===== config.mk =====
export PLATFORM = sky130hd
export DESIGN_NAME = largest_usable_region_picker_unit
export DESIGN_NICKNAME = d
export VERILOG_FILES = /design/src/rtl/core/lurp_pkg.sv /design/src/rtl/core/largest_usable_region_picker_unit.sv
export VERILOG_INCLUDE_DIRS = /design/src /design/src/rtl/core
export SDC_FILE = /design/constraint.sdc
export NUM_CORES = 2
export LEC_CHECK = 0
export ABC_CLOCK_PERIOD_IN_PS = 26700
export BUFFER_PORTS_ARGS = -buffer_cell sky130_fd_sc_hd__buf_2
export CELL_PAD_IN_SITES_DETAIL_PLACEMENT = 1
export CELL_PAD_IN_SITES_GLOBAL_PLACEMENT = 1
export CORE_MARGIN = 4
export CORE_UTILIZATION = 30
export DETAILED_ROUTE_END_ITERATION = 10
export HOLD_SLACK_MARGIN = 0.03
export PLACE_DENSITY_LB_ADDON = 0.1
export SETUP_SLACK_MARGIN = 0.3
export SKIP_CTS_REPAIR_TIMING = 1
export SLEW_MARGIN = 40
export SYNTH_ARGS = -nofsm -noshare
export SYNTH_HDL_FRONTEND = slang
export SYNTH_SLANG_ARGS = --single-unit

===== constraint.sdc =====
create_clock -name clock -period 26.7 [get_ports clock]
set_input_delay 1.335 -clock clock [delete_from_list [all_inputs] [get_ports clock]]
set_output_delay 1.335 -clock clock [all_outputs]
set_load 0.03 [all_outputs]

===== src/rtl/core/assert_macros.svh =====
// Assertion helpers, included by the region picker unit.
`ifndef ASSERT_MACROS_SVH
`define ASSERT_MACROS_SVH

// Same-cycle implication, checked at every rising edge outside reset.
`define ASSERT_IMPL(label, clk, rst, ante, cons) \
   label: assert property (@(posedge clk) disable iff (rst) (ante) |-> (cons)) \
      else $error("assertion failed: same-cycle implication");

// Next-cycle implication, checked at every rising edge outside reset.
`define ASSERT_NEXT(label, clk, rst, ante, cons) \
   label: assert property (@(posedge clk) disable iff (rst) (ante) |=> (cons)) \
      else $error("assertion failed: next-cycle implication");

`endif


===== src/rtl/core/lurp_pkg.sv =====
package lurp_pkg;

   // Width of every address and length field.
   localparam int FIELD_W = 48;

   // Page shift register.
   localparam int PAGE_SHIFT_W = 5;
   localparam logic [PAGE_SHIFT_W-1:0] PAGE_SHIFT_RESET = 5'd12;

   // Configuration register indexes.
   localparam int CSR_IDX_W = 2;
   typedef logic [CSR_IDX_W-1:0] csr_idx_type;
   localparam csr_idx_type CSR_PAGE_SHIFT  = 2'd0;
   localparam csr_idx_type CSR_INITRD_BASE = 2'd1;
   localparam csr_idx_type CSR_INITRD_SIZE = 2'd2;

   typedef logic [FIELD_W-1:0] addr_type;
   typedef logic [FIELD_W:0]   wide_addr_type;

endpackage


===== src/rtl/core/largest_usable_region_picker_unit.sv =====
// Channel  | Direction | Handshake               | Payload
// req_     | in        | req_valid / req_stall   | region_start, region_length, usable, last_entry
// rsp_     | out       | rsp_valid / rsp_stall   | found, chosen_base, chosen_size
// csr_     | in        | csr_write               | csr_index, csr_data
//
// One entry is taken every cycle unless req_stall holds it; a result passes the stage
// registers (ramdisk cut, page alignment, then trim and compare) into the output register.
// The rate is set by the three-stage pipeline, whose stages can all advance at once.
// Reset is synchronous and active high; it clears valid bits, the running best
// and the configuration (page shift 12, no ramdisk exclusion).
// Only a last entry waits on rsp_stall; entries that give no result keep flowing
// while a finished result sits in the output register.
`include "assert_macros.svh"

module largest_usable_region_picker_unit #(
   parameter int ADDR_BITS = 48
) (
   input  logic                               clock,
   input  logic                               reset,
   // Input channel
   input  logic                               req_valid,
   output logic                               req_stall,
   input  logic [lurp_pkg::FIELD_W-1:0]       req_region_start,
   input  logic [lurp_pkg::FIELD_W-1:0]       req_region_length,
   input  logic                               req_usable,
   input  logic                               req_last_entry,
   // Result channel
   output logic                               rsp_valid,
   input  logic                               rsp_stall,
   output logic                               rsp_found,
   output logic [lurp_pkg::FIELD_W-1:0]       rsp_chosen_base,
   output logic [lurp_pkg::FIELD_W-1:0]       rsp_chosen_size,
   // Configuration port
   input  logic                               csr_write,
   input  logic [lurp_pkg::CSR_IDX_W-1:0]     csr_index,
   input  logic [lurp_pkg::FIELD_W-1:0]       csr_data
);

   localparam int W = lurp_pkg::FIELD_W;

   // Highest address that the map may use. Above the field width the
   // field itself is the limit.
   localparam lurp_pkg::addr_type ADDR_LIMIT = (ADDR_BITS >= W) ? {W{1'b1}} :
      W'((64'd1 << ADDR_BITS) - 64'd1);
   localparam lurp_pkg::wide_addr_type ADDR_LIMIT_WIDE = {1'b0, ADDR_LIMIT};

   // ---------------------------------------------------------------------
   // Configuration registers
   // ---------------------------------------------------------------------
   logic [lurp_pkg::PAGE_SHIFT_W-1:0] page_shift_ff;
   lurp_pkg::addr_type                initrd_base_ff;
   lurp_pkg::addr_type                initrd_size_ff;

   always_ff @(posedge clock) begin
      if (reset) begin
         page_shift_ff  <= lurp_pkg::PAGE_SHIFT_RESET;
         initrd_base_ff <= '0;
         initrd_size_ff <= '0;
      end else if (csr_write) begin
         case (csr_index)
            lurp_pkg::CSR_PAGE_SHIFT:
               page_shift_ff <= csr_data[lurp_pkg::PAGE_SHIFT_W-1:0];
            lurp_pkg::CSR_INITRD_BASE: initrd_base_ff <= csr_data;
            lurp_pkg::CSR_INITRD_SIZE: initrd_size_ff <= csr_data;
            default: ;
         endcase
      end
   end

   // The page size and its mask follow the page shift register.
   lurp_pkg::addr_type page_bytes;
   lurp_pkg::addr_type page_mask;
   lurp_pkg::wide_addr_type initrd_end;

   assign page_bytes = W'(1) << page_shift_ff;
   assign page_mask  = page_bytes - W'(1);
   assign initrd_end = {1'b0, initrd_base_ff} + {1'b0, initrd_size_ff};

   // ---------------------------------------------------------------------
   // Flow control. Only the last stage is held directly, and only by a last
   // entry that meets a stalled, occupied output; earlier stages back up behind it.
   // ---------------------------------------------------------------------
   logic s1_valid_ff, s2_valid_ff, s3_valid_ff;
   logic s3_last_ff;
   logic rsp_valid_ff;
   logic out_free, s1_move, s2_move, s3_move, req_take;

   assign out_free  = !rsp_valid_ff || !rsp_stall;
   assign s3_move   = s3_valid_ff && (!s3_last_ff || out_free);
   assign s2_move   = s2_valid_ff && (!s3_valid_ff || s3_move);
   assign s1_move   = s1_valid_ff && (!s2_valid_ff || s2_move);
   assign req_stall = s1_valid_ff && !s1_move;
   assign req_take  = req_valid && !req_stall;

   always_ff @(posedge clock) begin
      if (reset) begin
         s1_valid_ff <= 1'b0;
         s2_valid_ff <= 1'b0;
         s3_valid_ff <= 1'b0;
      end else begin
         if (req_take || s1_move) s1_valid_ff <= req_take;
         if (s1_move || s2_move)  s2_valid_ff <= s1_move;
         if (s2_move || s3_move)  s3_valid_ff <= s2_move;
      end
   end

   // ---------------------------------------------------------------------
   // Stage 1: input register and ramdisk cut
   // ---------------------------------------------------------------------
   lurp_pkg::addr_type s1_start_ff, s1_len_ff;
   logic               s1_usable_ff, s1_last_ff;

   always_ff @(posedge clock) begin
      if (req_take) begin
         s1_start_ff  <= req_region_start;
         s1_len_ff    <= req_region_length;
         s1_usable_ff <= req_usable;
         s1_last_ff   <= req_last_entry;
      end
   end

   lurp_pkg::wide_addr_type region_end, suffix_len;
   lurp_pkg::addr_type      prefix_len;
   logic                    entry_ok, overlaps;
   logic                    s2_ok_in;
   lurp_pkg::addr_type      s2_start_in, s2_len_in;

   always_comb begin
      entry_ok   = s1_usable_ff && (s1_len_ff != '0) &&
                   (s1_start_ff <= ADDR_LIMIT) && (s1_len_ff <= ADDR_LIMIT);
      region_end = {1'b0, s1_start_ff} + {1'b0, s1_len_ff};
      overlaps   = (initrd_size_ff != '0) &&
                   !(({1'b0, initrd_base_ff} >= region_end) ||
                     (initrd_end <= {1'b0, s1_start_ff}));
      prefix_len = (initrd_base_ff > s1_start_ff) ? (initrd_base_ff - s1_start_ff) : '0;
      suffix_len = (initrd_end < region_end) ? (region_end - initrd_end) : '0;

      s2_ok_in    = entry_ok;
      s2_start_in = s1_start_ff;
      s2_len_in   = s1_len_ff;
      if (overlaps) begin
         // Keep the larger side of the ramdisk; the piece before it wins ties.
         if (({1'b0, prefix_len} >= suffix_len) && (prefix_len != '0) &&
             (prefix_len <= ADDR_LIMIT)) begin
            s2_len_in = prefix_len;
         end else if ((suffix_len != '0) && (suffix_len <= ADDR_LIMIT_WIDE) &&
                      (initrd_end <= ADDR_LIMIT_WIDE)) begin
            s2_start_in = initrd_end[W-1:0];
            s2_len_in   = suffix_len[W-1:0];
         end else begin
            s2_ok_in = 1'b0;
         end
      end
   end

   // ---------------------------------------------------------------------
   // Stage 2: round the start up to a page boundary
   // ---------------------------------------------------------------------
   logic               s2_ok_ff, s2_last_ff;
   lurp_pkg::addr_type s2_start_ff, s2_len_ff;

   always_ff @(posedge clock) begin
      if (s1_move) begin
         s2_ok_ff    <= s2_ok_in;
         s2_last_ff  <= s1_last_ff;
         s2_start_ff <= s2_start_in;
         s2_len_ff   <= s2_len_in;
      end
   end

   lurp_pkg::wide_addr_type aligned_start, align_gap;
   logic                    s3_ok_in;
   lurp_pkg::addr_type      s3_rem_in;

   always_comb begin
      aligned_start = ({1'b0, s2_start_ff} + {1'b0, page_mask}) & ~{1'b0, page_mask};
      align_gap     = aligned_start - {1'b0, s2_start_ff};
      s3_ok_in      = s2_ok_ff && (aligned_start <= ADDR_LIMIT_WIDE) &&
                      (align_gap < {1'b0, s2_len_ff});
      s3_rem_in     = s2_len_ff - align_gap[W-1:0];
   end

   // ---------------------------------------------------------------------
   // Stage 3: trim to whole pages and compare against the running best
   // ---------------------------------------------------------------------
   logic               s3_ok_ff;
   lurp_pkg::addr_type s3_start_ff, s3_rem_ff;

   always_ff @(posedge clock) begin
      if (s2_move) begin
         s3_ok_ff    <= s3_ok_in;
         s3_last_ff  <= s2_last_ff;
         s3_start_ff <= aligned_start[W-1:0];
         s3_rem_ff   <= s3_rem_in;
      end
   end

   lurp_pkg::addr_type best_start_ff, best_len_ff;
   lurp_pkg::addr_type trimmed_len, best_start_in, best_len_in;
   logic               take_piece;

   always_comb begin
      trimmed_len   = s3_rem_ff & ~page_mask;
      take_piece    = s3_ok_ff && (trimmed_len >= page_bytes) && (trimmed_len > best_len_ff);
      best_start_in = take_piece ? s3_start_ff : best_start_ff;
      best_len_in   = take_piece ? trimmed_len : best_len_ff;
   end

   // The running best is cleared once a last entry has reported it.
   always_ff @(posedge clock) begin
      if (reset) begin
         best_start_ff <= '0;
         best_len_ff   <= '0;
      end else if (s3_move) begin
         if (s3_last_ff) begin
            best_start_ff <= '0;
            best_len_ff   <= '0;
         end else begin
            best_start_ff <= best_start_in;
            best_len_ff   <= best_len_in;
         end
      end
   end

   // ---------------------------------------------------------------------
   // Output register
   // ---------------------------------------------------------------------
   logic               emit;
   logic               rsp_found_ff;
   lurp_pkg::addr_type rsp_base_ff, rsp_size_ff;

   assign emit = s3_move && s3_last_ff;

   always_ff @(posedge clock) begin
      if (reset) begin
         rsp_valid_ff <= 1'b0;
      end else if (emit) begin
         rsp_valid_ff <= 1'b1;
      end else if (!rsp_stall) begin
         rsp_valid_ff <= 1'b0;
      end
   end

   always_ff @(posedge clock) begin
      if (emit) begin
         rsp_found_ff <= (best_len_in != '0);
         rsp_base_ff  <= (best_len_in != '0) ? best_start_in : '0;
         rsp_size_ff  <= best_len_in;
      end
   end

   assign rsp_valid       = rsp_valid_ff;
   assign rsp_found       = rsp_found_ff;
   assign rsp_chosen_base = rsp_base_ff;
   assign rsp_chosen_size = rsp_size_ff;

   // ---------------------------------------------------------------------
   // Assertions
   // ---------------------------------------------------------------------
   // A finished result never lands on one that is still waiting.
   `ASSERT_IMPL(a_no_overwrite, clock, reset, rsp_valid_ff && rsp_stall, !emit)
   // Reporting a map shows the result and starts the next map from nothing.
   `ASSERT_NEXT(a_emit_clears, clock, reset, emit,
                rsp_valid_ff && (best_len_ff == '0) && (best_start_ff == '0))
   // A not-found result carries zero fields.
   `ASSERT_IMPL(a_empty_zero, clock, reset, rsp_valid_ff && !rsp_found_ff,
                (rsp_base_ff == '0) && (rsp_size_ff == '0))
   // A found result always carries a nonzero size.
   `ASSERT_IMPL(a_found_size, clock, reset, rsp_valid_ff && rsp_found_ff,
                rsp_size_ff != '0)

endmodule

Word level (Yosys, flattened, before mapping)
Index checks and enable logic that the tools add are counted.
{"block": "totals", "out_inout_bits": 99, "reg_bits": 592}
{"block": "classes", "eq_ne": 3, "bitwise_logic": 4, "n_addsub": 8, "shift": 1, "n_mux": 17, "n_reduce_logical": 43, "n_lt_le_gt_ge": 14}
{"cell": "$mux W48", "n": 11}
{"cell": "$reduce_bool A48 Y1", "n": 4}
{"cell": "$add A48 B48 Y49", "n": 3}
{"cell": "$le A49 B48 Y1 const B", "n": 3}
{"cell": "$le A48 B48 Y1 const B", "n": 3}
{"cell": "$ge A48 B49 Y1", "n": 2}
{"cell": "$gt A48 B48 Y1", "n": 2}
{"cell": "$sub A48 B48 Y48", "n": 2}
{"cell": "$and A49 B49 Y49", "n": 1}
{"cell": "$le A49 B48 Y1", "n": 1}
{"cell": "$lt A49 B48 Y1", "n": 1}
{"cell": "$lt A49 B49 Y1", "n": 1}
{"cell": "$mux W49", "n": 1}
{"cell": "$not A48 Y49", "n": 1}
{"cell": "$reduce_bool A49 Y1", "n": 1}
{"cell": "$sub A49 B48 Y49", "n": 1}
{"cell": "$sub A49 B49 Y49", "n": 1}
{"cell": "$and A48 B48 Y48", "n": 1}
{"cell": "$ge A48 B48 Y1", "n": 1}
{"cell": "$not A48 Y48", "n": 1}
{"cell": "$shl A1 B5 Y48 const A", "n": 1}
{"cell": "$sub A48 B1 Y48 const B", "n": 1}
{"cell": "$logic_and A1 B1 Y1", "n": 18}
{"cell": "$logic_not A1 Y1", "n": 8}
{"cell": "other kinds (7)", "n": 20}

Depth between registers and ports, before layout
{"block": "logic_depth", "depth_word": 13, "mapped_depth": 52, "mapped_depth_nobuf": 50}

Worst setup path before layout
Ideal clock, no wire load.
{"block": "synth_path", "path_kind": "register -> register", "from": "register initrd_base_ff[0]", "to": "register s2_start_ff[36] (data pin)", "setup_slack_ns": 17.360, "arrival_ns": 9.078, "period_less_slack_ns": 9.340, "n_path_buf": 7, "stages_incl_launch_ff": 48, "path_cell_list": "dfxtp_1 ha_1 fa_1 a21o_1 a221oi_1 a211oi_1 o21ai_0 nand4b_1 a221oi_1 a21boi_0 o21ai_0 nor2b_1 o21ai_0 nand2b_1 a21oi_1 o21bai_1 xor2_1 inv_1 [... 12 more ...] nand2_1 ha_1 a21o_1 a21o_1 a21oi_1 o21ai_0 o21ai_0 a21o_1 a21oi_1 o31ai_1 a31oi_1 o211ai_1 a22oi_1 or3_1 buf_2 nor2_8 buf_6 mux2_1"}
{"block": "synth_via", "elab_chain_len": 9, "elab_cells_between_ends": 25, "cone_classes": "3 x add/sub; 8 x order compare; 5 x mux; 9 x reduce/logical"}
{"element": "start: declaration", "line_no": "largest_usable_region_picker_unit.sv:51", "source": "lurp_pkg::addr_type initrd_base_ff;"}
{"element": "start signal: assignment", "line_no": "largest_usable_region_picker_unit.sv:63", "source": "lurp_pkg::CSR_INITRD_BASE: initrd_base_ff <= csr_data;"}
{"element": "$add A48 B48 Y49", "line_no": "largest_usable_region_picker_unit.sv:77", "source": "assign initrd_end = {1'b0, initrd_base_ff} + {1'b0, initrd_size_ff};"}
{"element": "$sub A49 B49 Y49 / $lt A49 B49 Y1 (equally long branches)", "line_no": "largest_usable_region_picker_unit.sv:136", "source": "suffix_len = (initrd_end < region_end) ? (region_end - initrd_end) : '0;"}
{"element": "$mux W49", "line_no": "largest_usable_region_picker_unit.sv:136"}
{"element": "$le A49 B48 Y1 / $reduce_bool A49 Y1 (equally long branches)", "line_no": "largest_usable_region_picker_unit.sv:146", "source": "end else if ((suffix_len != '0) && (suffix_len <= ADDR_LIMIT_WIDE) &&"}
{"element": "$logic_and A1 B1 Y1 (2 in series)", "line_no": "largest_usable_region_picker_unit.sv:146"}
{"element": "$mux W48", "line_no": "largest_usable_region_picker_unit.sv:146"}
{"element": "$mux W48", "line_no": "largest_usable_region_picker_unit.sv:143", "source": "if (({1'b0, prefix_len} >= suffix_len) && (prefix_len != '0) &&"}
{"element": "$mux W48 *", "line_no": "largest_usable_region_picker_unit.sv:141", "source": "if (overlaps) begin"}
{"element": "via s2_start_in[36]", "line_no": "largest_usable_region_picker_unit.sv:126", "source": "lurp_pkg::addr_type s2_start_in, s2_len_in;"}
{"element": "end signal: assignment", "line_no": "largest_usable_region_picker_unit.sv:166", "source": "s2_start_ff <= s2_start_in;"}
{"element": "end: declaration", "line_no": "largest_usable_region_picker_unit.sv:160", "source": "lurp_pkg::addr_type s2_start_ff, s2_len_ff;"}
Mark *: on every way through the listed nets, which the timed path passes. The rest lies on a longest branch.
A chain may end at the register's enable or synchronous reset.

Worst setup path in the final report
{"block": "layout_path", "from": "register initrd_base_ff[0]", "to": "register s2_start_ff[47] (data pin)"}
Same word-level chain as after synthesis.

==> summary.md <==
| Metric | Value |
|---|---|
| CP Class | flop to flop |
| Worst Setup End Kind | flop |
| Setup TNS | 0 ns |
| Leakage | 24.0 nW |
| Stages on the worst setup path | 47 |
| Compound-Gate Fraction of Synth Area | 0.214 |
| CP endpoint | s2_start_ff[47] |
| Routability cong. | 0.925 |
| Port Buffers | 251 |
| R2R setup slack | 14.65 ns |
| Synth Area in Adders | 0.154 |
| Register area | 15800 um^2 |
| Flip-flop and latch count after synthesis | 592 |
| Simple-gate share of the synthesized area | 0.167 |
| Yosys warns | 0 |
| Core box area | 159000 um^2 |
| Worst hold slack | 0.423 ns |
| Final WS setup | 14.65 ns |
| Mapped cell area | 48300 um^2 |
| Mapped Avg Cell Area | 8.72 um^2 |
| Total wire length | 193000 um |
| Final Critical Period | 12.05 ns |
| Ys async rst share | 0 |
| Global-route wire length before repair | 286000 um |
| Max-cap violations | 0 |
| Number of global-route vias before repair | 43500 |
| FF-to-FF path depth | 47 |
| Initial DRC Count | 2479 |
| Sink Count | 592 |
| Cell area power density | 72.2 nW/um^2 |
| Worst-path clk slew | 0.06 ns |
| Most used DFF post-synth | edfxtp_1 |
| Rel. slew slack | 0.417 |
| Setup crit start | initrd_base_ff[0] |
| Layout cells sized above 1 | 0.100 |
| Worst slack, placed | 14.75 ns |
| Initial antenna violation count | 5 |
| Critical Path RT | 27.15 ns |
| Initial Utilization | 0.304 |
| Post-synthesis xor/xnor area fraction | 0.0515 |
| Skew final | 0.0328 ns |
| Slowest cell on the critical path | buf_4 |
| DRC errors left | 0 |
| Hold crit path type | flop to flop |
| Setup violations, final | 0 |
| Area grow syn2layout | 13.7% |
| I/O Pins | 252 |
| Most common cell on crit path | o21ai_0 |
| GRT overflow | 0 |
| Delay-heaviest family, CP | compound AO/OA/AOI/OAI gates |
| Cts bufs inserted | 78 |
| Die area | 167000 um^2 |
| Antenna-violating nets left | 0 |
| Fin nets | 6501 |
| Sequential-to-total area share from yosys stat | 0.326 |
| Crit path buffers/inverters | 8 |
| Highest ir drop seen on vdd | 0.0472 mV |
| Routed vias | 42400 |
| FF-to-FF Start | initrd_base_ff[0] |
| Fmax | 83.0 MHz |
| DIE HEIGHT | 409 um |
| Number of distinct library cells after synthesis | 95 |
| Number of flops mapped to enable cells by yosys | 391 |
| Detailed Place HPWL | 159000 um |
| Largest net degree at the start of global routing | 77 |
| Overall global routing resource usage | 0.224 |
| Slowest Stage Delay on Critical Path | 0.58 ns |
| Mux share of post-synthesis cell area | 0.0332 |
| Cell count after placement | 7823 |
| Status | finished, final reports clean |
| Clock Path Buffers | 3 |
| Largest family of logic cells by synthesized area | compound AO/OA/AOI/OAI gates |
| Critical path arrival | 12.50 ns |
| Endpoints failing hold | 0 |
| Die width | 409 um |
| Fin crit share | 0.451 |
| Crit Path Max Fanout | 42 |
| Non-filler instance count after layout | 7971 |
| Multi-input gate area | 30100 um^2 |
| Skew-Pair Late Insertion Delay | 0.71 ns |
| Worst-Margin Slew | 0.868 ns |
| # rows | 146 |
| Drt wl/cell | 24.3 um |
| Layout fillers | 18600 |
| Worst r2r dst | s2_start_ff[47] |
| Via density | 5.32 |
| Pre-antenna DRT Iters | 6 |
| Synth Instances | 5541 |
| Min-delay src | s2_last_ff |
| Final core occ | 0.345 |
| RSZ-0062 raised after global routing | no |
| CTS Root Cell | clkbuf_16 |
| CTS tree | built |
| Max Slew Vio Count | 0 |
| H-tree levels | 3 |
| Startpoint types | flop |
-- worst reg2reg max path, delay by kind of cell, from the launching register on --
family          cells  cell delay (ns)
mux                 1             0.51
simple gates        7             1.51
buf+inv             8             2.35
xor+xnor            1             0.28
fa+ha+maj           4             1.45
flops               1             0.32
compound gates     26             5.38
-- cell usage in the layout, fill, tap and decap left out, types with 40 or more instances in the layout --
cell,n
nand4_1,106
o21ai_0,238
nand3_1,94
dfxtp_1,201
o21bai_1,43
a31oi_1,45
nor4_1,55
buf_2,250
and3_1,40
o21a_1,64
nor2_1,482
mux2_2,53
a211oi_1,43
ha_1,584
nand2_1,459
and2_1,48
xor2_1,110
inv_1,488
nor3_1,86
xnor2_1,172
mux2i_1,97
a22oi_1,106
nand2b_1,64
clkbuf_16,78
a21o_1,248
a21oi_1,455
nor2b_1,91
buf_4,53
edfxtp_1,391
-- cell families after synthesis --
logic type,after synthesis
adders and majority gates,591
other,1
DFF,592
muxes,153
buffers and inverters,677
and+or+nand+nor,1675
AOI/OAI and AO/OA,1569
xor gates and xnor gates,283
-- final cells by class --
class,count,share of cell area
well taps,2146,0.0489
flip-flops and latches,592,0.287
repair buffers,313,0.0325
clock inverters,56,0.0124
inverters,490,0.0335
diodes,2,0.0000912
clock buffers,90,0.0367
multi-input cells,4282,0.549
-- metrics by stage --
step | area, um^2 | power (mW)
final | 54900 | 3.96
after floorplan | 48300 | 2.26
after global placement | 52100 | 2.82
after global routing | 54900 | 4.21
after CTS | 54900 | 4.00
after detailed placement | 52200 | 2.83
-- power breakdown --
group | switching [mW] | leakage [nW] | total (mW) | internal (mW)
registers | 0.0587 | 5.34 | 1.12 | 1.06
clock network | 0.471 | 1.31 | 1.13 | 0.658
logic | 1.09 | 17.3 | 1.72 | 0.625
-- sequential cells by signal, summed over array words and instances, names as in the netlist, 5 cells and up --
| name | count |
|---|---|
| s2_start_ff | 48 |
| s3_rem_ff | 48 |
| rsp_chosen_base | 48 |
| best_start_ff | 48 |
| initrd_base_ff | 48 |
| s1_start_ff | 48 |
| initrd_size_ff | 48 |
| s3_start_ff | 48 |
| s2_len_ff | 48 |
| best_len_ff | 48 |
| page_shift_ff | 5 |
| s1_len_ff | 48 |
| rsp_chosen_size | 48 |
-- layer usage --
| metal | share of wire | up-vias | GRT usage |
|---|---|---|---|
| met1 | 0.50 | 20800 | 0.322 |
| met2 | 0.43 | 793 | 0.348 |
| met5 | 0 | - | 0 |
| met3 | 0.037 | 215 | 0.0275 |
| li1 | - | 20600 | - |
| met4 | 0.038 | 0 | 0.0759 |
-- synth_stat cells (33+ instances only) --
cell type	instances	area share
ha_1	585	0.15
inv_1	488	0.038
nor2_1	486	0.038
nand2_1	460	0.036
a21oi_1	455	0.047
edfxtp_1	391	0.24
a21o_1	248	0.039
o21ai_0	239	0.025
dfxtp_1	201	0.083
xnor2_1	172	0.031
clkbuf_1	151	0.012
xor2_1	110	0.020
a22oi_1	106	0.016
nand4_1	106	0.014
mux2i_1	97	0.020
nand3_1	94	0.0097
nor2b_1	93	0.012
nor3_1	89	0.0092
nand2b_1	64	0.0083
o21a_1	64	0.0099
nor4_1	59	0.0076
mux2_2	53	0.012
and2_1	48	0.0062
a31oi_1	45	0.0058
a211oi_1	43	0.0067
o21bai_1	43	0.0067
and3_1	40	0.0052
or2_2	39	0.0051
o31ai_1	33	0.0051
-- worst min-delay path by stage --
stage	slack, ns	end	cells after the start
5_1_grt	0.42	s3_last_ff	0
6_report	0.42	s3_last_ff	0
2_1_floorplan	0.40	s2_last_ff	0
3_5_place_dp	0.41	s3_last_ff	0
3_3_place_gp	0.40	s3_last_ff	0
4_1_cts	0.42	s3_last_ff	0
Note: power is estimated with default switching activity, not from simulation.
